[src/design/tsoca_pkg.sv]
// Package for the torque sensor offset calibration and moving average block.
// Holds widths, function codes, register indexes, the sequencer state type and
// divider status struct; depends on nothing.
`default_nettype none

package tsoca_pkg;

  // Sizing (WINDOW must be a power of two)
  localparam int WINDOW       = 8;
  localparam int WIN_BITS     = (WINDOW > 1) ? $clog2(WINDOW) : 1;
  localparam int ADC_BITS     = 12;
  localparam int ADC_FULL     = (2 ** ADC_BITS) - 1;
  localparam int SAMPLE_BITS  = 12;
  localparam int GAIN_BITS    = 16;
  localparam int CENT_BITS    = ADC_BITS + 1;
  localparam int RAW_BITS     = CENT_BITS + GAIN_BITS + 1;
  localparam int V_BITS       = RAW_BITS + 1;
  localparam int WSUM_BITS    = V_BITS + $clog2(WINDOW);
  localparam int CNT_BITS     = 16;
  localparam int CAL_SUM_BITS = RAW_BITS + CNT_BITS;
  localparam int DIV_CNT_BITS = $clog2(CAL_SUM_BITS + 1);
  localparam int TORQUE_BITS  = 30;
  localparam int TORQUE_MAX   = (2 ** (TORQUE_BITS - 1)) - 1;
  localparam int TORQUE_MIN   = -(2 ** (TORQUE_BITS - 1));

  localparam logic [CNT_BITS-1:0] CNT_MAX = '1;

  // Register indexes (word address bit 2)
  localparam logic REG_GAIN = 1'b0;
  localparam logic REG_SIGN = 1'b1;

  localparam logic [GAIN_BITS-1:0] GAIN_RESET = 16'd256;

  typedef enum logic [1:0] {
    FUNC_MEASURE = 2'd0,
    FUNC_START   = 2'd1,
    FUNC_SAMPLE  = 2'd2,
    FUNC_END     = 2'd3
  } func_t;

  typedef enum logic [2:0] {
    ST_IDLE,
    ST_MUL,
    ST_EXEC,
    ST_DIV,
    ST_DONE
  } state_t;

  typedef struct packed {
    logic busy;
    logic done;
  } div_status_t;

endpackage

`default_nettype wire

[src/design/torque_sensor_offset_calibrate_average.sv]
// Top level of the torque sensor offset calibration and moving average block.
// Depends on tsoca_pkg and tsoca_div.
//
// Usage:
//   Input items arrive on s_tvalid/s_tready with the ADC code in s_tdata and
//   the function code in s_tuser (measure, start calibration, calibration
//   sample, end calibration). Each item yields exactly one result item on
//   m_tvalid/m_tready: the moving average of calibrated torque in m_tdata
//   and the calibration-in-progress flag in m_tuser.
//   Each item passes from accept to the next accept through latch, the gain
//   multiplier, state update, and forming and registering the average. An
//   end of calibration with a nonzero sample count also runs the bit-serial
//   divider (one quotient bit per cycle over the 46-bit calibration sum).
//   s_tready is high only while the sequencer is idle. A finished result
//   sits in the output register; a new item may be taken while it waits,
//   but the sequencer holds in its final step until the receiver drains it.
//   Reset clears the window, offset, calibration sum and count, and sets
//   gain to 1.0 (Q8.8) and sign to positive. Write gain and sign through the
//   APB port only while no item is in flight.
`default_nettype none

module torque_sensor_offset_calibrate_average (
  input  wire logic        clk,
  input  wire logic        rst,
  // Input stream
  input  wire logic        s_tvalid,
  output logic             s_tready,
  input  wire logic [15:0] s_tdata,   // [11:0] sample, [15:12] zero
  input  wire logic [1:0]  s_tuser,   // [1:0] func
  // Output stream
  output logic             m_tvalid,
  input  wire logic        m_tready,
  output logic [31:0]      m_tdata,   // [29:0] torque, [31:30] zero
  output logic             m_tuser,   // [0] calibrating
  // Configuration
  input  wire logic        psel,
  input  wire logic        penable,
  input  wire logic        pwrite,
  input  wire logic [2:0]  paddr,
  input  wire logic [31:0] pwdata,
  output logic [31:0]      prdata,
  output logic             pready
);
  import tsoca_pkg::*;

  // Configuration registers
  logic [GAIN_BITS-1:0] gain;
  logic                 sign_negative;

  // Sequencer
  state_t state, state_next;
  logic   div_start;
  logic   out_load;

  // Latched item
  func_t                   func;
  logic [SAMPLE_BITS-1:0]  sample;

  // Calibration and window state
  logic signed [RAW_BITS-1:0]     raw;
  logic signed [RAW_BITS-1:0]     offset;
  logic signed [CAL_SUM_BITS-1:0] cal_sum;
  logic [CNT_BITS-1:0]            cal_count;
  logic                           cal_active;
  logic signed [V_BITS-1:0]       window_store [WINDOW];
  logic signed [WSUM_BITS-1:0]    window_sum;
  logic [WIN_BITS-1:0]            wptr;

  // Combinational datapath
  logic signed [CENT_BITS:0]     cent_wide;
  logic signed [CENT_BITS-1:0]   cent;
  logic signed [CENT_BITS-1:0]   cent_s;
  logic signed [RAW_BITS-1:0]    prod;
  logic signed [V_BITS-1:0]      v;
  logic signed [WSUM_BITS-1:0]   wsum_next;
  logic signed [WSUM_BITS-1:0]   wbias;
  logic signed [WSUM_BITS-1:0]   wadj;
  logic signed [WSUM_BITS-1:0]   avg;
  logic [TORQUE_BITS-1:0]        torque_sat;

  div_status_t                   div_stat;
  logic signed [RAW_BITS-1:0]    div_q;

  logic cfg_write;

  // ---------------------------------------------------------------------
  // APB port
  // ---------------------------------------------------------------------
  assign pready    = 1'b1;
  assign cfg_write = psel && penable && pwrite && pready;

  always_ff @(posedge clk) begin
    if (rst) begin
      gain          <= GAIN_RESET;
      sign_negative <= 1'b0;
    end else if (cfg_write) begin
      unique case (paddr[2])
        REG_GAIN: gain          <= pwdata[GAIN_BITS-1:0];
        REG_SIGN: sign_negative <= pwdata[0];
        default:  ;
      endcase
    end
  end

  always_comb begin
    unique case (paddr[2])
      REG_GAIN: prdata = {{(32-GAIN_BITS){1'b0}}, gain};
      REG_SIGN: prdata = {31'd0, sign_negative};
      default:  prdata = '0;
    endcase
  end

  // ---------------------------------------------------------------------
  // Sequencer
  // ---------------------------------------------------------------------
  always_comb begin
    state_next = state;
    unique case (state)
      ST_IDLE: if (s_tvalid) state_next = ST_MUL;
      ST_MUL:  state_next = ST_EXEC;
      ST_EXEC: state_next = div_start ? ST_DIV : ST_DONE;
      ST_DIV:  if (div_stat.done) state_next = ST_DONE;
      ST_DONE: if (out_load) state_next = ST_IDLE;
      default: state_next = ST_IDLE;
    endcase
  end

  always_comb begin
    s_tready  = (state == ST_IDLE);
    div_start = (state == ST_EXEC) && (func == FUNC_END) && (cal_count != '0);
    out_load  = (state == ST_DONE) && (!m_tvalid || m_tready);
  end

  always_ff @(posedge clk) begin
    if (rst) begin
      state <= ST_IDLE;
    end else begin
      state <= state_next;
    end
  end

  // ---------------------------------------------------------------------
  // Raw torque: centre the code, apply sign, scale by Q8.8 gain
  // ---------------------------------------------------------------------
  assign cent_wide = $signed({1'b0, sample[ADC_BITS-1:0], 1'b0})
                   - $signed((CENT_BITS+1)'(ADC_FULL));
  assign cent      = cent_wide[CENT_BITS-1:0];
  assign cent_s    = sign_negative ? -cent : cent;
  assign prod      = cent_s * $signed({1'b0, gain});

  // Window update terms
  assign v         = raw - offset;
  assign wsum_next = window_sum + v - window_store[wptr];

  // Average: divide by WINDOW truncating toward zero, then saturate
  assign wbias = window_sum[WSUM_BITS-1] ? WSUM_BITS'(WINDOW - 1) : '0;
  assign wadj  = window_sum + wbias;
  assign avg   = wadj >>> $clog2(WINDOW);

  always_comb begin
    if (avg > $signed(WSUM_BITS'(TORQUE_MAX))) begin
      torque_sat = TORQUE_BITS'(TORQUE_MAX);
    end else if (avg < $signed(WSUM_BITS'(TORQUE_MIN))) begin
      torque_sat = TORQUE_BITS'(TORQUE_MIN);
    end else begin
      torque_sat = avg[TORQUE_BITS-1:0];
    end
  end

  // Latch the item and the product
  always_ff @(posedge clk) begin
    if (s_tvalid && s_tready) begin
      func   <= func_t'(s_tuser);
      sample <= s_tdata[SAMPLE_BITS-1:0];
    end
    if (state == ST_MUL) begin
      raw <= prod;
    end
  end

  // ---------------------------------------------------------------------
  // State update per function code
  // ---------------------------------------------------------------------
  always_ff @(posedge clk) begin
    if (rst) begin
      offset     <= '0;
      cal_sum    <= '0;
      cal_count  <= '0;
      cal_active <= 1'b0;
      window_sum <= '0;
      wptr       <= '0;
      for (int i = 0; i < WINDOW; i++) begin
        window_store[i] <= '0;
      end
    end else begin
      if (state == ST_EXEC) begin
        case (func)
          FUNC_MEASURE: begin
            window_sum         <= wsum_next;
            window_store[wptr] <= v;
            wptr <= (wptr == WIN_BITS'(WINDOW - 1)) ? '0 : wptr + 1'b1;
          end
          FUNC_START: begin
            cal_sum    <= '0;
            cal_count  <= '0;
            cal_active <= 1'b1;
          end
          FUNC_SAMPLE: begin
            // hold sum and count once the count saturates
            if (cal_count != CNT_MAX) begin
              cal_sum   <= cal_sum + raw;
              cal_count <= cal_count + 1'b1;
            end
          end
          default: begin
            // empty calibration clears the offset; otherwise the divider loads it
            if (cal_count == '0) begin
              offset <= '0;
            end
            cal_active <= 1'b0;
          end
        endcase
      end
      if (state == ST_DIV && div_stat.done) begin
        offset <= div_q;
      end
    end
  end

  // Offset = cal_sum / cal_count
  tsoca_div u_div (
    .clk      (clk),
    .rst      (rst),
    .start    (div_start),
    .dividend (cal_sum),
    .divisor  (cal_count),
    .status   (div_stat),
    .quotient (div_q)
  );

  // ---------------------------------------------------------------------
  // Output register
  // ---------------------------------------------------------------------
  always_ff @(posedge clk) begin
    if (rst) begin
      m_tvalid <= 1'b0;
    end else if (out_load) begin
      m_tvalid <= 1'b1;
    end else if (m_tready) begin
      m_tvalid <= 1'b0;
    end
  end

  always_ff @(posedge clk) begin
    if (out_load) begin
      m_tdata <= {{(32-TORQUE_BITS){1'b0}}, torque_sat};
      m_tuser <= cal_active;
    end
  end

`ifndef SYNTHESIS
  a_div_done_in_div: assert property (@(posedge clk) disable iff (rst)
    div_stat.done |-> (state == ST_DIV))
    else $error("divider finished outside the divide step");

  a_start_clears: assert property (@(posedge clk) disable iff (rst)
    (state == ST_EXEC && func == FUNC_START) |=> (cal_count == '0 && cal_active))
    else $error("start of calibration did not clear the count");

  a_ptr_only_measure: assert property (@(posedge clk) disable iff (rst)
    !(state == ST_EXEC && func == FUNC_MEASURE) |=> $stable(wptr))
    else $error("window pointer moved without a measure item");

  a_no_load_while_busy: assert property (@(posedge clk) disable iff (rst)
    div_stat.busy |-> !out_load)
    else $error("result loaded while the divider runs");
`endif

endmodule

`default_nettype wire

[src/design/tsoca_div.sv]
// Iterative signed-by-unsigned divider, one quotient bit per cycle, truncating
// toward zero. Depends on tsoca_pkg.
`default_nettype none

module tsoca_div (
  input  wire logic                                     clk,
  input  wire logic                                     rst,
  input  wire logic                                     start,
  input  wire logic signed [tsoca_pkg::CAL_SUM_BITS-1:0] dividend,
  input  wire logic [tsoca_pkg::CNT_BITS-1:0]           divisor,
  output tsoca_pkg::div_status_t                        status,
  output logic signed [tsoca_pkg::RAW_BITS-1:0]         quotient
);
  import tsoca_pkg::*;

  logic                    busy;
  logic                    done;
  logic [DIV_CNT_BITS-1:0] cnt;
  logic [CAL_SUM_BITS-1:0] acc;
  logic [CNT_BITS-1:0]     rem;
  logic [CNT_BITS-1:0]     dvs;
  logic                    neg;

  logic [CNT_BITS:0]       rem_shift;
  logic [CNT_BITS:0]       rem_diff;
  logic                    ge;
  logic [CAL_SUM_BITS-1:0] qmag;

  assign rem_shift = {rem, acc[CAL_SUM_BITS-1]};
  assign rem_diff  = rem_shift - {1'b0, dvs};
  assign ge        = (rem_shift >= {1'b0, dvs});

  always_ff @(posedge clk) begin
    if (rst) begin
      busy <= 1'b0;
      done <= 1'b0;
      cnt  <= '0;
    end else begin
      done <= 1'b0;
      if (start) begin
        busy <= 1'b1;
        cnt  <= DIV_CNT_BITS'(CAL_SUM_BITS);
      end else if (busy) begin
        cnt <= cnt - 1'b1;
        if (cnt == DIV_CNT_BITS'(1)) begin
          busy <= 1'b0;
          done <= 1'b1;
        end
      end
    end
  end

  // Datapath: shift the dividend magnitude out, the quotient bits in
  always_ff @(posedge clk) begin
    if (start) begin
      neg <= dividend[CAL_SUM_BITS-1];
      acc <= dividend[CAL_SUM_BITS-1] ? -dividend : dividend;
      rem <= '0;
      dvs <= divisor;
    end else if (busy) begin
      rem <= ge ? rem_diff[CNT_BITS-1:0] : rem_shift[CNT_BITS-1:0];
      acc <= {acc[CAL_SUM_BITS-2:0], ge};
    end
  end

  assign qmag     = neg ? -acc : acc;
  assign quotient = $signed(qmag[RAW_BITS-1:0]);
  assign status   = '{busy: busy, done: done};

endmodule

`default_nettype wire

[config.mk]
export PLATFORM = sky130hd
export DESIGN_NAME = torque_sensor_offset_calibrate_average
export DESIGN_NICKNAME = d
export VERILOG_FILES = /design/src/design/tsoca_pkg.sv /design/src/design/torque_sensor_offset_calibrate_average.sv /design/src/design/tsoca_div.sv
export SDC_FILE = /design/constraint.sdc
export NUM_CORES = 2
export LEC_CHECK = 0
export ABC_AREA = 0
export BUFFER_PORTS_ARGS = -buffer_cell sky130_fd_sc_hd__buf_2
export CAP_MARGIN = 10
export CORE_MARGIN = 2
export CORE_UTILIZATION = 40
export CTS_CLUSTER_DIAMETER = 50
export DETAILED_ROUTE_END_ITERATION = 16
export PLACE_DENSITY = 0.54
export SLEW_MARGIN = 25
export SYNTH_ARGS = -nofsm -noshare
export SYNTH_HDL_FRONTEND = slang
export SYNTH_SLANG_ARGS = --single-unit
[constraint.sdc]
create_clock -name clk -period 9.6 [get_ports clk]
set_input_delay 0 -clock clk [delete_from_list [all_inputs] [get_ports clk]]
set_output_delay 0 -clock clk [all_outputs]
set_load 0.1 [all_outputs]
[After elaboration in Yosys (flattened, before gate mapping)]
Memories as Yosys holds them, arrays and structs flattened. A register that Yosys moved wholly into a read port is not among the register bits.
Index checks and enable logic that the tools add are counted.
Cells by class
  mux-type cells: 43
  multiply operators: 1
  equality and inequality tests: 15
  order comparisons: 3
  bitwise gates (word level): 3
  reduce and logical (&&, ||, !) cells: 30
  add/subtract/negate cells: 13
Operator list (count)
  2-to-1 mux 46 bit: 4
  2-to-1 mux 30 bit: 6
  one-hot mux 46 bit (2 select lines): 1
  one-hot mux 32 bit (2 select lines): 1
  adder 46 x 30 -> 46 bit: 1
  negation 46 bit: 1
  adder 34 x 31 -> 34 bit: 1
  adder 34 x 4 -> 34 bit: 1
  subtractor 34 x 31 -> 34 bit: 1
  2-to-1 mux 16 bit: 2
  one-hot mux 16 bit (2 select lines): 1
  greater-than comparator 31 x 30 -> 1 bit (second input constant): 1
  < comparator 31 x 30 -> 1 bit (second input constant): 1
  2-to-1 mux 31 bit: 1
  OR reduction 31 bit: 1
  subtractor 30 x 30 -> 31 bit: 1
  multiplier 13 x 17 -> 30 bit: 1
  negation 30 bit: 1
  2-to-1 mux 3 bit: 9
  >= comparator 17 x 16 -> 1 bit: 1
  adder 16 x 1 -> 16 bit (second input constant): 1
  logical NOT 16 bit: 1
  inequality test 16 bit (second input constant): 1
  nonzero test 16 bit: 1
  other kinds (29): 67
Word-level totals
  memories: 1
  RAM bits: 248
  input port bits: 60
  bits in registers: 313
Memories
  window_store: depth 8, bits a word 31, read ports 1, clocked after memory_dff 1, write ports 8, RTL line torque_sensor_offset_calibrate_average.sv:65  | logic signed [V_BITS-1:0] window_store [WINDOW];

[Logic depth before layout (Yosys ltp)]
  depth after elaboration: 7
  depth in mapped cells: 27
  mapped depth without buffers: 25

[By module]
A second synthesis with hierarchy kept.
Second synthesis, totals
  cell total of the unflattened synthesis: 3817
  area, all modules: 38334.3 µm²
Modules (own cells, without submodules)
  torque_sensor_offset_calibrate_average: instances 1, cells each 3177, area each 32552.5 µm², seq. area each 12782.3 µm²
  tsoca_div: instances 1, cells each 640, area each 5781.8 µm², seq. area each 2372.3 µm²

[Worst setup path after synthesis]
Ideal clock, no wire load.
  path kind: register to register
  start: register sign_negative
  end: register raw[28] (data pin)
  cell stages (with the launch flop): 24
  clock period less this slack: 6.719 ns
  setup slack: 2.881 ns
  arrival time: 6.462 ns
  path buffers: 3
  cell sequence: dfxtp_1 -> clkbuf_1 -> buf_1 -> xor2_1 -> clkbuf_1 -> nand2_1 -> fa_1 -> fa_1 -> inv_1 -> fa_1 -> fa_1 -> fa_1 -> inv_1 -> fa_1 -> inv_1 -> ha_1 -> a21oi_1 -> o21ai_0 -> o21ai_0 -> a31oi_1 -> a21boi_0 -> o21bai_1 -> a21oi_1 -> xnor2_1
Between the ends
  word-level cells in the longest chain between the ends: 2
RTL lines
  from (decl): RTL line torque_sensor_offset_calibrate_average.sv:48  | logic sign_negative;
  from (signal assigned): RTL line torque_sensor_offset_calibrate_average.sv:99  | REG_SIGN: sign_negative <= pwdata[0];
  2-to-1 mux 13 bit: RTL line torque_sensor_offset_calibrate_average.sv:148  | assign cent_s = sign_negative ? -cent : cent;
  multiplier 13 x 17 -> 30 bit: RTL line torque_sensor_offset_calibrate_average.sv:149  | assign prod = cent_s * $signed({1'b0, gain});
  via prod[28]: RTL line torque_sensor_offset_calibrate_average.sv:73  | logic signed [RAW_BITS-1:0] prod;
  to (signal assigned): RTL line torque_sensor_offset_calibrate_average.sv:177  | raw <= prod;
  to (decl): RTL line torque_sensor_offset_calibrate_average.sv:60  | logic signed [RAW_BITS-1:0] raw;
The timed path passes the listed nets, and every way through them passes these cells.
A chain may end at the register's enable or synchronous reset.

[Worst setup path in the final report]
Ends and elaborated chain as after synthesis.

==> run metrics <==
number of enable flip-flop cells after synthesis=~390; quantity of gates resized following cts=0; maximum net fanout on the critical path=15; Worst Hold Class=primary input to flip-flop; CP required=roughly 10000 ps; Final Max Tran Viols=0; Buffers on Ports=86; number of buffers created by CTS=80; clock tree from TritonCTS=done; most frequent cell after synthesis=nor2_1; flop2flop setup slack=roughly 2400 ps; height of the die=roughly 310 um; multiplexer fraction of the synthesized cell area=5.04%; final routed wire length divided by cell count=17.4 um; Worst setup EP type=flip-flop; distinct cell type count of the synthesized netlist=80; Final WS setup=between 2000 and 2500 ps; max-capacitance violation count=0; initial cell density of the core=40.3%; H-tree Lvls=3; adder-cell share of the synthesized area=between 15 and 20%; Fmax=~0.14 GHz; buffers from clock root to sink, at most=3; Static Leakage=17.9 nW; transition time at the pin with the least slew margin=around 1000 ps; first-pass GRT wire length=149,000 um; latest clock arrival within the worst-skew pair=between 600 and 700 ps; largest area contributor in the netlist=edfxtp_1; share of cells above drive strength 1=about a tenth; root buf cell=clkbuf_16; post-synthesis sequential area ratio=~40%; number of cell rows=between 100 and 150; Yosys warning total=0; Remaining Overflow, GRT=0; Antenna Violating Nets Remaining=0; Final Routed Wirelength=a little over 90,000 um; core region area=approximately 95,000 um^2; RD Place Congestion=around 0.84; overall fraction of global-route tracks in use=19.0%; total power of the final layout=about 7.6 mW; floorplan die area=between 90,000 and 100,000 um^2; final net count=4,420; Worst-path clk slew=about 50 ps; via count=around 27,000; Detailed Route Iter0 Violations=1,523; post-DP HPWL=approximately 65,000 um; most frequent cells after synthesis=464 x nor2_1, 386 x edfxtp_1, 369 x nand2_1, 325 x inv_1, 238 x ha_1; shortest clock period the worst path allows after layout=roughly 7200 ps; result of the run=complete, no violations; pin count of the biggest net entering global routing=101; Die Width=approximately 310 um; Slew headroom=between 20% and 30%; Synth Flop Type=edfxtp_1; xor and xnor area share after synthesis=5.73%; crit path DAT=around 7600 ps; total inserted antenna cells=0; Post-Synthesis Mean Instance Area=~10 um^2; ys async rst share=0%; RSZ-0062 raised after global routing=no; Clock Sink Count=approximately 560; antenna violations before repair=0; worst slack after detailed placement=2380 ps; main combinational cell family by area after synthesis=adder cells; cell types occupying the most area after synthesis=edfxtp_1 30%, fa_1 9.9%, dfxtp_1 9.3%; maximum vdd ir drop=approximately 0.11 mV; Detailed Routing Iterations Pass 1=5; power per cell area=176 nW/um^2; area fraction in and, or, nand and nor cells after synthesis=~15%; number of top-level pins=between 100 and 150; kind of start point of the critical path=flip-flop; Gate Count Post-Synth=between 3,000 and 4,000; Post-Synthesis Cell Area=around 38,000 um^2; final setup skew=31.4 ps; final period utilization=between 70% and 80%; relative area change from synthesis to final layout=13.1%; via count of the first global-routing pass=27,500; Vias/cell=5.17; Crit Path Class=flip-flop to flip-flop; share of the synthesized area in compound gates (AO/OA/AOI/OAI)=between 10% and 20%; Seq cells post-synth=roughly 560; Setup-failing EPs final=0; share of the synthesized area in the top cell type=a little under a third; setup total negative slack=0 ps; number of design rule violations left after detail routing=0; final hold viol count=0
==> area by class of cell <==
class	instances	area (um^2)
multi-input combinational	2757	21200
inverter	326	1220
sequential	564	15200
clock inverter	46	388
tap	1265	1580
fill	9095	51600
timing repair buffer	203	1470
clock buffer	103	2180
==> power by group <==
part	switching, mW	leakage (nW)	internal (mW)
clock network	1.18	1.24	1.67
registers	0.0754	5.28	2.70
logic	1.22	11.4	0.789
total	2.47	17.9	5.15
==> timing repair <==
item                      CTS  global route
setup buffers               0             0
hold endpoints to repair   72             0
hold buffers               51             0
==> placed cells by master, fill, tap and decap left out, types with 119 or more instances in the layout <==
master    synthesis  routed
xor2_1          130     128
edfxtp_1        386     386
xnor2_1         120     119
nor2_1          464     459
ha_1            238     238
o21ai_0         122     122
fa_1            190     190
inv_1           325     324
dfxtp_1         178     175
a21oi_1         227     226
nand2_1         369     369
==> worst paths after layout <==
check                     start         to  cells past startpoint
setup / recovery  sign_negative    raw[28]                     22
hold reg to reg      cal_active    m_tuser                      0
hold / removal       s_tdata[6]  sample[6]                      2
setup reg to reg  sign_negative    raw[28]                     22
==> through the flow <==
step	util [%]	area [um^2]	hold WS [ps]	instances
final	45.6	43200	88.3	5264
after global routing	45.6	43200	71.6	5264
after CTS	45.5	43200	40.3	5262
after detailed placement	42.3	40100	179	5062
after global placement	42.2	40000	176	5061
after floorplan	-	38300	98.9	3839
==> layer usage <==
layer | GRT usage (%) | share of wire, % | vias up
met5 | 0 | 0 | -
met4 | 4.49 | 1.6 | 0
met3 | 2.38 | 4.0 | 110
met2 | 33.4 | 49 | 434
met1 | 24.9 | 45 | 13200
li1 | - | - | 13500
==> sequential cells by signal, summed over array words and instances (netlist names), 12 cells and up, named ones only <==
signal / cells
cal_count: 16
cal_sum: 46
gain: 16
m_tdata: 30
offset: 30
raw: 30
sample: 12
u_div.acc: 46
u_div.dvs: 16
u_div.rem: 16
window_store: 248
window_sum: 34
==> cell families (layout without fill, tap and decap cells) <==
group                      Yosys count  after routing
AOI/OAI and AO/OA                  728            728
muxes                              112            112
and+or+nand+nor                   1220           1220
buffers and inverters              518            678
other                                2             19
xor gates and xnor gates           250            250
DFF                                564            564
adders and majority gates          428            428
==> worst max-delay path, cell delays in order (launching register included) <==
cell	delay [ps]
dfxtp_1	830
xor2_1	150
buf_4	250
or2_2	310
fa_1	510
fa_1	550
inv_1	50
fa_1	500
fa_1	510
fa_1	540
inv_1	50
fa_1	490
inv_1	40
ha_1	320
o211a_1	180
o31ai_1	70
o21ai_0	410
o21ai_0	200
a31oi_1	320
a21boi_0	260
o21bai_1	200
a21oi_1	90
xnor2_1	130
(Power assumes the default switching activity.)
